$ cat config.mk
export PLATFORM = sky130hd
export DESIGN_NAME = utf8_text_slug_generator
export DESIGN_NICKNAME = d
export VERILOG_FILES = /design/src/design/slug_pkg.sv /design/src/design/slug_front.sv /design/src/design/slug_queue.sv /design/src/design/slug_back.sv /design/src/design/utf8_text_slug_generator.sv
export SDC_FILE = /design/constraint.sdc
export NUM_CORES = 1
export LEC_CHECK = 0
export BUFFER_PORTS_ARGS = -buffer_cell sky130_fd_sc_hd__buf_2
export CAP_MARGIN = 0
export CORE_AREA = 2 2 132 134
export CTS_CLUSTER_SIZE = 25
export DETAILED_ROUTE_END_ITERATION = 12
export DIE_AREA = 0 0 134 136
export GPL_TIMING_DRIVEN = 1
export PLACE_DENSITY = 0.74
export SLEW_MARGIN = 40
export SYNTH_ARGS = -nofsm -noshare
export SYNTH_HDL_FRONTEND = slang
export SYNTH_SLANG_ARGS = --single-unit
$ cat constraint.sdc
create_clock -name clock -period 12.16 [get_ports clock]
set_input_delay 1.216 -clock clock [delete_from_list [all_inputs] [get_ports clock]]
set_output_delay 1.216 -clock clock [all_outputs]
set_load 0.01 [all_outputs]
$ cat src/design/slug_pkg.sv
package slug_pkg;

   localparam int MAX_SLUG_CHARS = 4095;
   localparam int QUEUE_DEPTH    = 4;
   localparam logic [11:0] MAX_CHARS_RESET = 12'd255;
   localparam logic [6:0] DASH_CHAR = 7'h2D;

   localparam logic [1:0] PH_START = 2'd0;
   localparam logic [1:0] PH_CHAR  = 2'd1;
   localparam logic [1:0] PH_END   = 2'd2;

   typedef struct packed {
      logic [1:0]      n;
      logic [2:0][6:0] chars;
   } slug_grp_type;

   typedef struct packed {
      logic            sep;
      logic            nz;
      logic            endf;
      logic [1:0]      n;
      logic [2:0][6:0] chars;
   } slug_tok_type;

   function automatic slug_grp_type map_code_point(input logic [15:0] cp);
      slug_grp_type g;
      logic [15:0]  lc;
      g.n = 2'd0;
      g.chars = '0;
      lc = cp;
      if (cp >= 16'h0041 && cp <= 16'h005A) begin
         lc = cp + 16'd32;
      end
      if ((lc >= 16'h0061 && lc <= 16'h007A) || (lc >= 16'h0030 && lc <= 16'h0039)) begin
         g.n = 2'd1;
         g.chars[0] = lc[6:0];
      end else begin
         unique case (cp) inside
            16'h00E4, 16'h00C4: begin
               g.n = 2'd2; g.chars[0] = 7'("a"); g.chars[1] = 7'("e");
            end
            16'h00F6, 16'h00D6: begin
               g.n = 2'd2; g.chars[0] = 7'("o"); g.chars[1] = 7'("e");
            end
            16'h00FC, 16'h00DC: begin
               g.n = 2'd2; g.chars[0] = 7'("u"); g.chars[1] = 7'("e");
            end
            16'h00DF: begin
               g.n = 2'd2; g.chars[0] = 7'("s"); g.chars[1] = 7'("s");
            end
            16'h00E0, 16'h00E1, 16'h00E2, 16'h00E3, 16'h00E5,
            16'h00C0, 16'h00C1, 16'h00C2, 16'h00C3, 16'h00C5: begin
               g.n = 2'd1; g.chars[0] = 7'("a");
            end
            16'h00E8, 16'h00E9, 16'h00EA, 16'h00EB,
            16'h00C8, 16'h00C9, 16'h00CA, 16'h00CB: begin
               g.n = 2'd1; g.chars[0] = 7'("e");
            end
            16'h00EC, 16'h00ED, 16'h00EE, 16'h00EF,
            16'h00CC, 16'h00CD, 16'h00CE, 16'h00CF: begin
               g.n = 2'd1; g.chars[0] = 7'("i");
            end
            16'h00F2, 16'h00F3, 16'h00F4, 16'h00F5, 16'h00F8,
            16'h00D2, 16'h00D3, 16'h00D4, 16'h00D5, 16'h00D8: begin
               g.n = 2'd1; g.chars[0] = 7'("o");
            end
            16'h00F9, 16'h00FA, 16'h00FB,
            16'h00D9, 16'h00DA, 16'h00DB: begin
               g.n = 2'd1; g.chars[0] = 7'("u");
            end
            16'h00E7, 16'h00C7: begin
               g.n = 2'd1; g.chars[0] = 7'("c");
            end
            16'h00F1, 16'h00D1: begin
               g.n = 2'd1; g.chars[0] = 7'("n");
            end
            16'h00FD, 16'h00FF, 16'h00DD: begin
               g.n = 2'd1; g.chars[0] = 7'("y");
            end
            16'h20AC: begin
               g.n = 2'd3; g.chars[0] = 7'("e"); g.chars[1] = 7'("u"); g.chars[2] = 7'("r");
            end
            default: begin
               g.n = 2'd0;
            end
         endcase
      end
      return g;
   endfunction

endpackage

$ cat src/design/slug_front.sv
module slug_front import slug_pkg::*; (
   input  logic         clock,
   input  logic         reset,
   input  logic         req_valid,
   output logic         req_ready,
   input  logic [7:0]   req_title_byte,
   input  logic         req_title_last,
   output logic         push_valid,
   input  logic         push_ready,
   output slug_tok_type push_tok
);

   logic [1:0]   cont_ff, cont_in;
   logic [10:0]  part_ff, part_in;
   logic [16:0]  acc;
   logic         fresh;
   logic         have_cp;
   logic         bad;
   logic         nz;
   logic         endf;
   logic [15:0]  cp;
   slug_grp_type grp;
   logic         take;

   always_comb begin
      acc = {part_ff, req_title_byte[5:0]};
      cont_in = cont_ff;
      part_in = part_ff;
      fresh = 1'b0;
      have_cp = 1'b0;
      bad = 1'b0;
      cp = '0;
      nz = (req_title_byte != 8'h00);
      endf = !nz || req_title_last;
      if (nz) begin
         if (cont_ff != 2'd0) begin
            if (req_title_byte[7:6] == 2'b10) begin
               cont_in = cont_ff - 2'd1;
               if (cont_ff == 2'd1) begin
                  have_cp = 1'b1;
                  cp = acc[15:0];
                  part_in = '0;
               end else begin
                  part_in = acc[10:0];
               end
            end else begin
               bad = 1'b1;
               fresh = 1'b1;
               cont_in = 2'd0;
               part_in = '0;
            end
         end else begin
            fresh = 1'b1;
         end
         if (fresh) begin
            if (!req_title_byte[7]) begin
               have_cp = 1'b1;
               cp = {8'h00, req_title_byte};
            end else if (req_title_byte[7:5] == 3'b110) begin
               cont_in = 2'd1;
               part_in = {6'd0, req_title_byte[4:0]};
            end else if (req_title_byte[7:4] == 4'b1110) begin
               cont_in = 2'd2;
               part_in = {7'd0, req_title_byte[3:0]};
            end else begin
               bad = 1'b1;
            end
         end
      end
      if (endf) begin
         cont_in = 2'd0;
         part_in = '0;
      end
      grp = map_code_point(cp);
      push_tok.sep = bad || (have_cp && grp.n == 2'd0);
      push_tok.nz = nz;
      push_tok.endf = endf;
      push_tok.n = have_cp ? grp.n : 2'd0;
      push_tok.chars = grp.chars;
   end

   assign req_ready  = push_ready;
   assign push_valid = req_valid;
   assign take       = req_valid && push_ready;

   always_ff @(posedge clock) begin
      if (reset) begin
         cont_ff <= 2'd0;
         part_ff <= '0;
      end else if (take) begin
         cont_ff <= cont_in;
         part_ff <= part_in;
      end
   end

endmodule

$ cat src/design/slug_queue.sv
module slug_queue import slug_pkg::*; #(
   parameter int DEPTH = QUEUE_DEPTH
) (
   input  logic         clock,
   input  logic         reset,
   input  logic         wr_valid,
   output logic         wr_ready,
   input  slug_tok_type wr_tok,
   output logic         rd_valid,
   input  logic         rd_ready,
   output slug_tok_type rd_tok
);

   localparam int PTR_W = (DEPTH > 1) ? $clog2(DEPTH) : 1;
   localparam int CNT_W = $clog2(DEPTH + 1);

   slug_tok_type         mem_ff [DEPTH];
   logic [PTR_W-1:0]     wr_ptr_ff, wr_ptr_in;
   logic [PTR_W-1:0]     rd_ptr_ff, rd_ptr_in;
   logic [CNT_W-1:0]     count_ff, count_in;
   logic                 do_wr;
   logic                 do_rd;

   assign wr_ready = (count_ff != CNT_W'(DEPTH));
   assign rd_valid = (count_ff != '0);
   assign rd_tok   = mem_ff[rd_ptr_ff];
   assign do_wr    = wr_valid && wr_ready;
   assign do_rd    = rd_valid && rd_ready;

   always_comb begin
      wr_ptr_in = wr_ptr_ff;
      rd_ptr_in = rd_ptr_ff;
      count_in  = count_ff;
      if (do_wr) begin
         wr_ptr_in = (wr_ptr_ff == PTR_W'(DEPTH - 1)) ? '0 : wr_ptr_ff + 1'b1;
      end
      if (do_rd) begin
         rd_ptr_in = (rd_ptr_ff == PTR_W'(DEPTH - 1)) ? '0 : rd_ptr_ff + 1'b1;
      end
      if (do_wr && !do_rd) begin
         count_in = count_ff + 1'b1;
      end else if (do_rd && !do_wr) begin
         count_in = count_ff - 1'b1;
      end
   end

   always_ff @(posedge clock) begin
      if (do_wr) begin
         mem_ff[wr_ptr_ff] <= wr_tok;
      end
   end

   always_ff @(posedge clock) begin
      if (reset) begin
         wr_ptr_ff <= '0;
         rd_ptr_ff <= '0;
         count_ff  <= '0;
      end else begin
         wr_ptr_ff <= wr_ptr_in;
         rd_ptr_ff <= rd_ptr_in;
         count_ff  <= count_in;
      end
   end

endmodule

$ cat src/design/slug_back.sv
module slug_back import slug_pkg::*; (
   input  logic         clock,
   input  logic         reset,
   input  logic         tok_valid,
   output logic         tok_ready,
   input  slug_tok_type tok,
   input  logic [11:0]  limit,
   output logic         rsp_valid,
   input  logic         rsp_ready,
   output logic [6:0]   rsp_out_char,
   output logic         rsp_char_valid,
   output logic         rsp_slug_done,
   output logic [11:0]  rsp_slug_length
);

   logic         work_valid_ff, work_valid_in;
   slug_tok_type work_ff, work_in;
   logic [1:0]   phase_ff, phase_in;
   logic [1:0]   idx_ff, idx_in;
   logic [11:0]  emitted_ff, emitted_in;
   logic         full_ff, full_in;
   logic         pend_ff, pend_in;
   logic         out_valid_ff, out_valid_in;
   logic [6:0]   out_char_ff;
   logic         out_cv_ff;
   logic         out_done_ff;
   logic [11:0]  out_len_ff;

   logic         adv;
   logic         step;
   logic         finish;
   logic         grp_done;
   logic         rec;
   logic [6:0]   rec_char;
   logic         rec_cv;
   logic         rec_done;
   logic [11:0]  rec_len;
   logic [12:0]  next_cnt;
   logic         room_dash;
   logic         reach;
   logic         blocked;
   logic         pend2;
   logic [6:0]   cur_char;

   assign adv       = !out_valid_ff || rsp_ready;
   assign step      = work_valid_ff && adv;
   assign next_cnt  = {1'b0, emitted_ff} + 13'd1;
   assign room_dash = next_cnt < {1'b0, limit};
   assign reach     = next_cnt >= {1'b0, limit};
   assign blocked   = full_ff || (emitted_ff >= limit);
   assign pend2     = pend_ff || (work_ff.sep && emitted_ff != 12'd0);

   always_comb begin
      case (idx_ff)
         2'd0:    cur_char = work_ff.chars[0];
         2'd1:    cur_char = work_ff.chars[1];
         default: cur_char = work_ff.chars[2];
      endcase
   end

   always_comb begin
      phase_in   = phase_ff;
      idx_in     = idx_ff;
      emitted_in = emitted_ff;
      full_in    = full_ff;
      pend_in    = pend_ff;
      finish     = 1'b0;
      grp_done   = 1'b0;
      rec        = 1'b0;
      rec_char   = 7'd0;
      rec_cv     = 1'b0;
      rec_done   = 1'b0;
      rec_len    = emitted_ff;
      if (step) begin
         unique case (phase_ff)
            PH_START: begin
               if (!work_ff.nz) begin
                  grp_done = 1'b1;
               end else if (blocked) begin
                  full_in = 1'b1;
                  grp_done = 1'b1;
               end else if (work_ff.n == 2'd0) begin
                  pend_in = pend2;
                  grp_done = 1'b1;
               end else if (pend2) begin
                  pend_in = 1'b0;
                  if (room_dash) begin
                     rec = 1'b1;
                     rec_char = DASH_CHAR;
                     rec_cv = 1'b1;
                     rec_len = next_cnt[11:0];
                     emitted_in = next_cnt[11:0];
                     phase_in = PH_CHAR;
                     idx_in = 2'd0;
                  end else begin
                     full_in = 1'b1;
                     grp_done = 1'b1;
                  end
               end else begin
                  rec = 1'b1;
                  rec_char = work_ff.chars[0];
                  rec_cv = 1'b1;
                  rec_len = next_cnt[11:0];
                  emitted_in = next_cnt[11:0];
                  if (reach) begin
                     full_in = 1'b1;
                  end
                  if (work_ff.n == 2'd1 || reach) begin
                     grp_done = 1'b1;
                  end else begin
                     phase_in = PH_CHAR;
                     idx_in = 2'd1;
                  end
               end
            end
            PH_CHAR: begin
               rec = 1'b1;
               rec_char = cur_char;
               rec_cv = 1'b1;
               rec_len = next_cnt[11:0];
               emitted_in = next_cnt[11:0];
               if (reach) begin
                  full_in = 1'b1;
               end
               if (idx_ff == work_ff.n - 2'd1 || reach) begin
                  grp_done = 1'b1;
               end else begin
                  idx_in = idx_ff + 2'd1;
               end
            end
            PH_END: begin
               rec = 1'b1;
               rec_done = 1'b1;
               rec_len = emitted_ff;
               emitted_in = '0;
               full_in = 1'b0;
               pend_in = 1'b0;
               finish = 1'b1;
            end
            default: begin
               finish = 1'b1;
            end
         endcase
         if (grp_done) begin
            if (!work_ff.endf) begin
               finish = 1'b1;
            end else if (!rec) begin
               rec = 1'b1;
               rec_done = 1'b1;
               rec_len = emitted_ff;
               emitted_in = '0;
               full_in = 1'b0;
               pend_in = 1'b0;
               finish = 1'b1;
            end else begin
               phase_in = PH_END;
            end
         end
      end
      if (tok_valid && (!work_valid_ff || finish)) begin
         phase_in = PH_START;
      end
   end

   assign tok_ready = !work_valid_ff || finish;

   always_comb begin
      work_valid_in = work_valid_ff;
      work_in = work_ff;
      if (finish) begin
         work_valid_in = 1'b0;
      end
      if (tok_valid && tok_ready) begin
         work_valid_in = 1'b1;
         work_in = tok;
      end
      out_valid_in = adv ? rec : out_valid_ff;
   end

   always_ff @(posedge clock) begin
      work_ff <= work_in;
      idx_ff <= idx_in;
      if (adv && rec) begin
         out_char_ff <= rec_char;
         out_cv_ff   <= rec_cv;
         out_done_ff <= rec_done;
         out_len_ff  <= rec_len;
      end
   end

   always_ff @(posedge clock) begin
      if (reset) begin
         work_valid_ff <= 1'b0;
         phase_ff      <= PH_START;
         emitted_ff    <= '0;
         full_ff       <= 1'b0;
         pend_ff       <= 1'b0;
         out_valid_ff  <= 1'b0;
      end else begin
         work_valid_ff <= work_valid_in;
         phase_ff      <= phase_in;
         emitted_ff    <= emitted_in;
         full_ff       <= full_in;
         pend_ff       <= pend_in;
         out_valid_ff  <= out_valid_in;
      end
   end

   assign rsp_valid       = out_valid_ff;
   assign rsp_out_char    = out_char_ff;
   assign rsp_char_valid  = out_cv_ff;
   assign rsp_slug_done   = out_done_ff;
   assign rsp_slug_length = out_len_ff;

endmodule

$ cat src/design/utf8_text_slug_generator.sv
// A request's token passes the token queue, work and output registers before its first
// record appears. Throughput while rsp_ready is high: one request per cycle while each
// yields at most one record; a request yields up to five records (dash, three letters,
// end record), one per cycle, and the queue absorbs the input meanwhile until it fills.
// Reset: synchronous, active high; clears decoder, queue, counters and output,
// and sets the character limit to 255.
module utf8_text_slug_generator import slug_pkg::*; #(
   parameter int DEPTH = QUEUE_DEPTH
) (
   input  logic        clock,
   input  logic        reset,
   input  logic        req_valid,
   output logic        req_ready,
   input  logic [7:0]  req_title_byte,
   input  logic        req_title_last,
   output logic        rsp_valid,
   input  logic        rsp_ready,
   output logic [6:0]  rsp_out_char,
   output logic        rsp_char_valid,
   output logic        rsp_slug_done,
   output logic [11:0] rsp_slug_length,
   input  logic        csr_wr_en,
   input  logic [11:0] csr_wr_data
);

   logic [11:0]  max_chars_ff;
   logic [11:0]  limit;
   logic         push_valid;
   logic         push_ready;
   slug_tok_type push_tok;
   logic         pop_valid;
   logic         pop_ready;
   slug_tok_type pop_tok;

   always_ff @(posedge clock) begin
      if (reset) begin
         max_chars_ff <= MAX_CHARS_RESET;
      end else if (csr_wr_en) begin
         max_chars_ff <= csr_wr_data;
      end
   end

   assign limit = ({4'd0, max_chars_ff} > 16'(MAX_SLUG_CHARS)) ?
                  12'(MAX_SLUG_CHARS) : max_chars_ff;

   slug_front u_front (
      .clock          (clock),
      .reset          (reset),
      .req_valid      (req_valid),
      .req_ready      (req_ready),
      .req_title_byte (req_title_byte),
      .req_title_last (req_title_last),
      .push_valid     (push_valid),
      .push_ready     (push_ready),
      .push_tok       (push_tok)
   );

   slug_queue #(.DEPTH(DEPTH)) u_queue (
      .clock    (clock),
      .reset    (reset),
      .wr_valid (push_valid),
      .wr_ready (push_ready),
      .wr_tok   (push_tok),
      .rd_valid (pop_valid),
      .rd_ready (pop_ready),
      .rd_tok   (pop_tok)
   );

   slug_back u_back (
      .clock           (clock),
      .reset           (reset),
      .tok_valid       (pop_valid),
      .tok_ready       (pop_ready),
      .tok             (pop_tok),
      .limit           (limit),
      .rsp_valid       (rsp_valid),
      .rsp_ready       (rsp_ready),
      .rsp_out_char    (rsp_out_char),
      .rsp_char_valid  (rsp_char_valid),
      .rsp_slug_done   (rsp_slug_done),
      .rsp_slug_length (rsp_slug_length)
   );

endmodule

==> results of run 1 <==
## area by class of cell
class / count / area [µm²] / area share
sequential: 157 / 4230 / 0.459
multi-input combinational: 503 / 3660 / 0.398
clock buffer: 19 / 433 / 0.0471
timing repair buffer: 53 / 285 / 0.0310
tap: 225 / 282 / 0.0306
inverter: 53 / 199 / 0.0216
clock inverter: 13 / 114 / 0.0124
## worst max path at each step
stage | start | to
2_1_floorplan | u_back.emitted_ff[0] | u_queue.count_ff[2]
3_3_place_gp | u_back.emitted_ff[0] | u_queue.count_ff[2]
3_5_place_dp | u_back.emitted_ff[0] | u_queue.count_ff[2]
4_1_cts | u_back.emitted_ff[0] | u_queue.count_ff[2]
5_1_grt | u_back.emitted_ff[0] | u_queue.count_ff[2]
6_report | u_back.emitted_ff[0] | u_queue.count_ff[2]
## synth_stat cells (11+ instances only)
cell      instances
a21oi_1          39
a22oi_1          13
clkbuf_1         20
dfxtp_1          49
edfxtp_1        108
ha_1             44
inv_1            49
mux2i_1          11
mux4_2           17
nand2_1          73
nand2b_1         12
nand3_1          16
nor2_1           62
nor3_1           13
o211ai_1         12
o21ai_0          24
o21ai_1          13
## registers in the layout, summed over array words and instances, names as in the netlist
register                cells
u_queue.mem_ff             68
u_back.work_ff             17
limit                      12
u_back.emitted_ff          12
u_back.rsp_slug_length     12
u_front.part_ff            10
u_back.rsp_out_char         7
u_queue.count_ff            3
u_back.idx_ff               2
u_back.phase_ff             2
u_front.cont_ff             2
u_queue.rd_ptr_ff           2
u_queue.wr_ptr_ff           2
u_back.full_ff              1
u_back.pend_ff              1
u_back.rsp_char_valid       1
u_back.rsp_slug_done        1
u_back.rsp_valid            1
u_back.work_valid_ff        1
## critical path: cells and delay by family, from the launching register on
kind	cells	cell delay, ps
compound gates	6	1550
fa+ha+maj	4	1230
buf+inv	2	150
flops	1	450
simple gates	6	1330
xor+xnor	2	490
## metal layers
metal / up-vias / wire (µm)
li1: 2859 / -
met1: 2847 / 7890
met2: 173 / 8390
met3: 36 / 797
met4: 0 / 327
met5: - / 0
## cell usage in the layout, fill, tap and decap left out, drive strengths merged, types with 8 or more instances in the layout
master and instances:
xor2 8, a22o 9, inv 56, nor3 16, buf 53, o21ai 39
nand2 73, a21oi 40, nor2 65, mux4 17, nand4 9, nand3 17
nand2b 13, dfxtp 49, a22oi 14, clkbuf 19, ha 44, mux2i 11
o211ai 12, edfxtp 108
## logic make-up after synthesis
| family | synth area share |
|---|---|
| fa+ha+maj | 0.0695 |
| compound gates | 0.158 |
| xor+xnor | 0.0139 |
| buf+inv | 0.0424 |
| simple gates | 0.141 |
| mux | 0.0614 |
| flops | 0.514 |
## through the flow
step                hold WS (ps)  instances  area (µm²)  utilization
global route                 525       1023        9200        0.545
floorplan                    459        745        8210            -
global placement             480        989        8610        0.510
CTS                          495       1023        9200        0.545
detailed placement           485        991        8650        0.512
finish                       492       1023        9200        0.545
## power by group through the flow
| stage | combinational [mW] | clock (mW) | sequential [mW] |
|---|---|---|---|
| 2_1_floorplan | 0.368 | 0 | 0.759 |
| 3_3_place_gp | 0.499 | 0 | 0.762 |
| 5_1_grt | 0.568 | 0.524 | 0.766 |
| 4_1_cts | 0.516 | 0.501 | 0.756 |
| 3_5_place_dp | 0.507 | 0 | 0.766 |
| 6_report | 0.515 | 0.491 | 0.755 |
==> impl_metrics.csv, run 1 <==
group,metric,value,unit
run_status,status,"complete, no violations",
critical_path,crit_fanout,7,
die,row_count,48,
synthesis,synth_ff_type,"edfxtp_1",
pwr,p_int,1.18,mW
global_routing,grt_antenna_before_repair,0,
route,routed_wl,17.4,mm
clocking,clkSinkCount,157,
clocking,clockBufferDepth,2,
sta,fmax,0.189,GHz
global_routing,use_met2,0.338,
synthesis,synth-warning-count,0,
die,fp.coreArea,0.0169,mm²
route,antenna_left,0,
pwr,power_frac_comb,0.293,
critical_path,cp_slowest_cell,"dfxtp_1",
global_routing,grtUsageMet1,0.258,
sta,tns,0,ps
placed_design,dp_hpwl,12.2,mm
synthesis,yosysSeqAreaShare,0.514,
clocking,cts_resized,0,
sta,rsz0062_at_grt,"no",
pwr,p_seq_frac,0.429,
global_routing,grt_usage,0.202,
flow_run,cap_violations,0,
pwr,p_clk_frac,0.279,
critical_path,cp_data_required_time,12510,ps
global_routing,grt_most_used_layer,"met2",
synthesis,netlist_area,0.00821,mm²
clocking,holdBufCountCts,0,
route,drtIter0Drc,365,
critical_path,worstPathCellList,"ha_1 -> nand2_1 -> nor2_1 -> inv_1 -> nor3_1 -> nand3_1 -> xnor2_1 -> ha_1 -> a21o_1 -> a211oi_2 -> nand4_1 -> a32oi_1 -> a21oi_1 -> o21ai_2 -> ha_1 -> inv_1 -> fa_1 -> xor2_1 -> or3_1 -> a21oi_1",
critical_path,end_kind,"register",
route,drt-vias-per-instance,5.78,
sta,finalCritPeriodShare,0.436,
pwr,ir_worst_vdd,0.122,mV
route,wire_per_inst,17.0,µm
critical_path,arrival,5660,ps
die,die_area,0.0182,mm²
die,start_util,0.487,
global_routing,grt_pass1_wl,28.8,mm
critical_path,slowest_delay,450,ps
critical_path,path_common_cell,"ha_1",
critical_path,reg2reg_from,"u_back.emitted_ff[0]",
final_layout,n_antenna_cell,0,
sta,finalHoldViolCount,0,
pwr,p_sw_frac,0.332,
route,vias,5915,
final_layout,drive_gt1_frac,0.172,
synthesis,syn_inst,745,
synthesis,netlist.area_leader.share,0.395,
critical_path,path_class,"register to register",
sta,min_period,5300,ps
route,first_pass_iters,4,
final_layout,fin_nets,856,
die,die_w,134,µm
final_layout,fillers,1434,
synthesis,synthDistinctLibCells,84,
min_path,hp-start,"u_front.part_ff[4]",
sta,setup_viol_count_final,0,
die,die-height,136,µm
synthesis,synth_edf_count,108,
pwr,power.leakage,3.50,nW
route,drcViolationCount,0,
sta,layout_setup_ws,6860,ps
placed_design,io_buffer_count,48,
synthesis,syn_area_per_cell,11.0,µm²
clocking,cts_buffers,17,
synthesis,synthTopCellsByArea,"edfxtp_1, dfxtp_1, ha_1",
critical_path,startpoint_type,"register",
min_path,hold_path.class,"register to register",
placed_design,place_ws,7000,ps
min_path,min_to,"u_front.part_ff[4]",
synthesis,synth_top_area_cell,"edfxtp_1",
clocking,clkLatencyLatePin,430,ps
die,ioPinCount,49,
global_routing,overflow,0,
global_routing,grt_pass1_vias,5712,
min_path,hold_path_depth,2,
synthesis,async_flop_share,0,
clocking,postCtsSetupRepairBufs,0,
clocking,cts.root.buffer_cell,"clkbuf_16",
critical_path,reg2reg_depth,20,
global_routing,grtUsageMet3,0.0436,
sta,maxSlewViolCount,0,
sta,skew,10.3,ps
pwr,switching_power,0.585,mW
clocking,clk_pin_slew,60,ps
clocking,htreeDepth,4,
synthesis,synth-seq-cells,157,
synthesis,synth_fp_nets,816,
clocking,cts_tree,"built",
final_layout,area_delta_synth_final,12.0,%
critical_path,reg2reg_slack,6860,ps
placed_design,gp_congestion,0.883,
pwr,power.density,192,mW/mm²
global_routing,grt_max_degree,34,
pwr,power.total,1.76,mW
critical_path,worstReg2RegEnd,"u_queue.count_ff[2]",
sta,tightest_slew,800,ps
sta,slew_headroom,0.463,
Power figures use the tool's default switching activity.
==> inputs of run 2 (changes only) <==
Settings changed: PLACE_DENSITY 0.74 to 0.77.
Clock period 12.16 ns to 4.3 ns, I/O delays scaled along.
==> impl_metrics.csv, run 2 (same netlist as run 1, synthesis figures left out) <==
group,metric,value,unit
placed_design,io_buffer_count,48,
flow_run,cap_violations,0,
sta,rsz0062_at_grt,"yes",
pwr,ir_worst_vdd,0.319,mV
route,routed_wl,18.1,mm
final_layout,final_util,0.568,
critical_path,end_kind,"register",
die,die_w,134,µm
die,die-height,136,µm
final_layout,drive_gt1_frac,0.232,
sta,tightest_slew,730,ps
final_layout,top_regs,"u_queue.mem_ff (68), u_back.work_ff (17)",
critical_path,startpoint_type,"register",
route,drtIter0Drc,416,
global_routing,overflow,0,
sta,maxSlewViolCount,0,
clocking,clkLatencyLatePin,430,ps
final_layout,regMostFlops,"u_queue.mem_ff",
sta,finalHoldViolCount,0,
route,drt-vias-per-instance,5.79,
die,die_area,0.0182,mm²
final_layout,layout_common_cells,"edfxtp_1, nand2_1, nor2_1",
sta,fmax,0.233,GHz
clocking,holdBufCountCts,0,
die,fp.coreArea,0.0169,mm²
clocking,htreeDepth,4,
critical_path,crit_fanout,4,
route,wire_per_inst,17.2,µm
global_routing,grt_pass1_vias,5883,
die,row_count,48,
final_layout,n_antenna_cell,0,
sta,min_period,4300,ps
sta,skew,14.9,ps
clocking,clkSinkCount,157,
clocking,clk_pin_slew,70,ps
placed_design,placed_cells,1013,
route,first_pass_iters,5,
placed_design,placed_area,0.00881,mm²
sta,setup_viol_count_final,0,
pwr,power.density,545,mW/mm²
route,antenna_left,0,
final_layout,design_area,0.00958,mm²
sta,slew_headroom,0.508,
run_status,status,"complete, no violations",
min_path,hold_path.class,"input port to register",
final_layout,area_delta_synth_final,16.6,%
final_layout,fin_nets,886,
placed_design,dp_hpwl,12.7,mm
clocking,cts.root.buffer_cell,"clkbuf_16",
clocking,cts_tree,"built",
critical_path,arrival,4650,ps
final_layout,final_common_cell,"edfxtp_1",
final_layout,finalNonFillerCells,1053,
die,ioPinCount,49,
critical_path,path_class,"register to register",
route,drcViolationCount,0,
route,vias,6102,
die,start_util,0.487,
sta,finalCritPeriodShare,1.00,
pwr,power.leakage,3.75,nW
global_routing,grt_max_degree,34,
placed_design,gp_congestion,0.923,
global_routing,grt_antenna_before_repair,0,
clocking,cts_buffers,17,
global_routing,grt_usage,0.203,
clocking,clockBufferDepth,2,
critical_path,cp_data_required_time,4650,ps
global_routing,grt_pass1_wl,28.9,mm
final_layout,largest_reg_flops,68,
==> run 2: area by class of cell <==
| type | instances | area, µm² |
|---|---|---|
| well taps | 225 | 282 |
| inverters | 53 | 199 |
| flip-flops and latches | 157 | 4230 |
| repair buffers | 83 | 507 |
| clock buffers | 20 | 447 |
| fillers | 1376 | 7300 |
| clock inverters | 12 | 109 |
| multi-input cells | 503 | 3800 |
==> run 2: what timing repair did <==
action                     4_1_cts  5_1_grt
setup endpoints to repair        1       20
gates resized for setup          8       23
gates cloned                     0        1
setup buffers                    1        6
pin swaps                        4       19
==> run 2: worst paths after layout <==
path | from | slack (ps) | endpoint | cells past startpoint
max | u_back.emitted_ff[4] | 0.8 | u_queue.count_ff[2] | 20
min | csr_wr_data[0] | 230 | limit[0] | 3
max reg2reg | u_back.emitted_ff[4] | 0.8 | u_queue.count_ff[2] | 20
min reg2reg | u_queue.wr_ptr_ff[1] | 490 | u_queue.wr_ptr_ff[1] | 2
==> run 2: routing by layer <==
metal | vias up | routed length (µm) | share of wire | track usage
met5 | - | 0 | 0 | 0
met4 | 0 | 339 | 0.019 | 0.0780
met3 | 34 | 988 | 0.055 | 0.0455
met2 | 238 | 8970 | 0.50 | 0.341
met1 | 2921 | 7800 | 0.43 | 0.257
li1 | 2909 | - | - | -
==> run 2: worst max-delay path: stages, from the launching register on <==
cell and delay, ps:
dfxtp_1 350, nand3_2 170, nor3_4 190, nand3_1 130, nor2_2 160, buf_4 130, xnor2_1 140, inv_1 120
ha_1 210, a21o_1 200, a211oi_4 350, nand4_1 210, a32oi_2 310, a21oi_2 110, o21ai_2 190, ha_2 210
inv_1 50, fa_2 330, xor2_1 150, or3_1 380, a21oi_2 110
==> run 2: metrics by stage <==
step	hold WS, ps	setup TNS [ps]	power (mW)	worst slack [ps]
after floorplan	459	-80.3	3.19	-80.3
after global placement	478	0	3.66	121
after detailed placement	492	-77.3	3.68	-77.3
after CTS	209	0	5.14	20.4
after global routing	217	-752	5.48	-200
final	228	0	5.22	0.804
==> run 2: power breakdown <==
part           total [mW]  switching (mW)  internal, mW
registers            2.13           0.149          1.98
clock network        1.42           0.600         0.817
logic                1.67           0.980         0.691
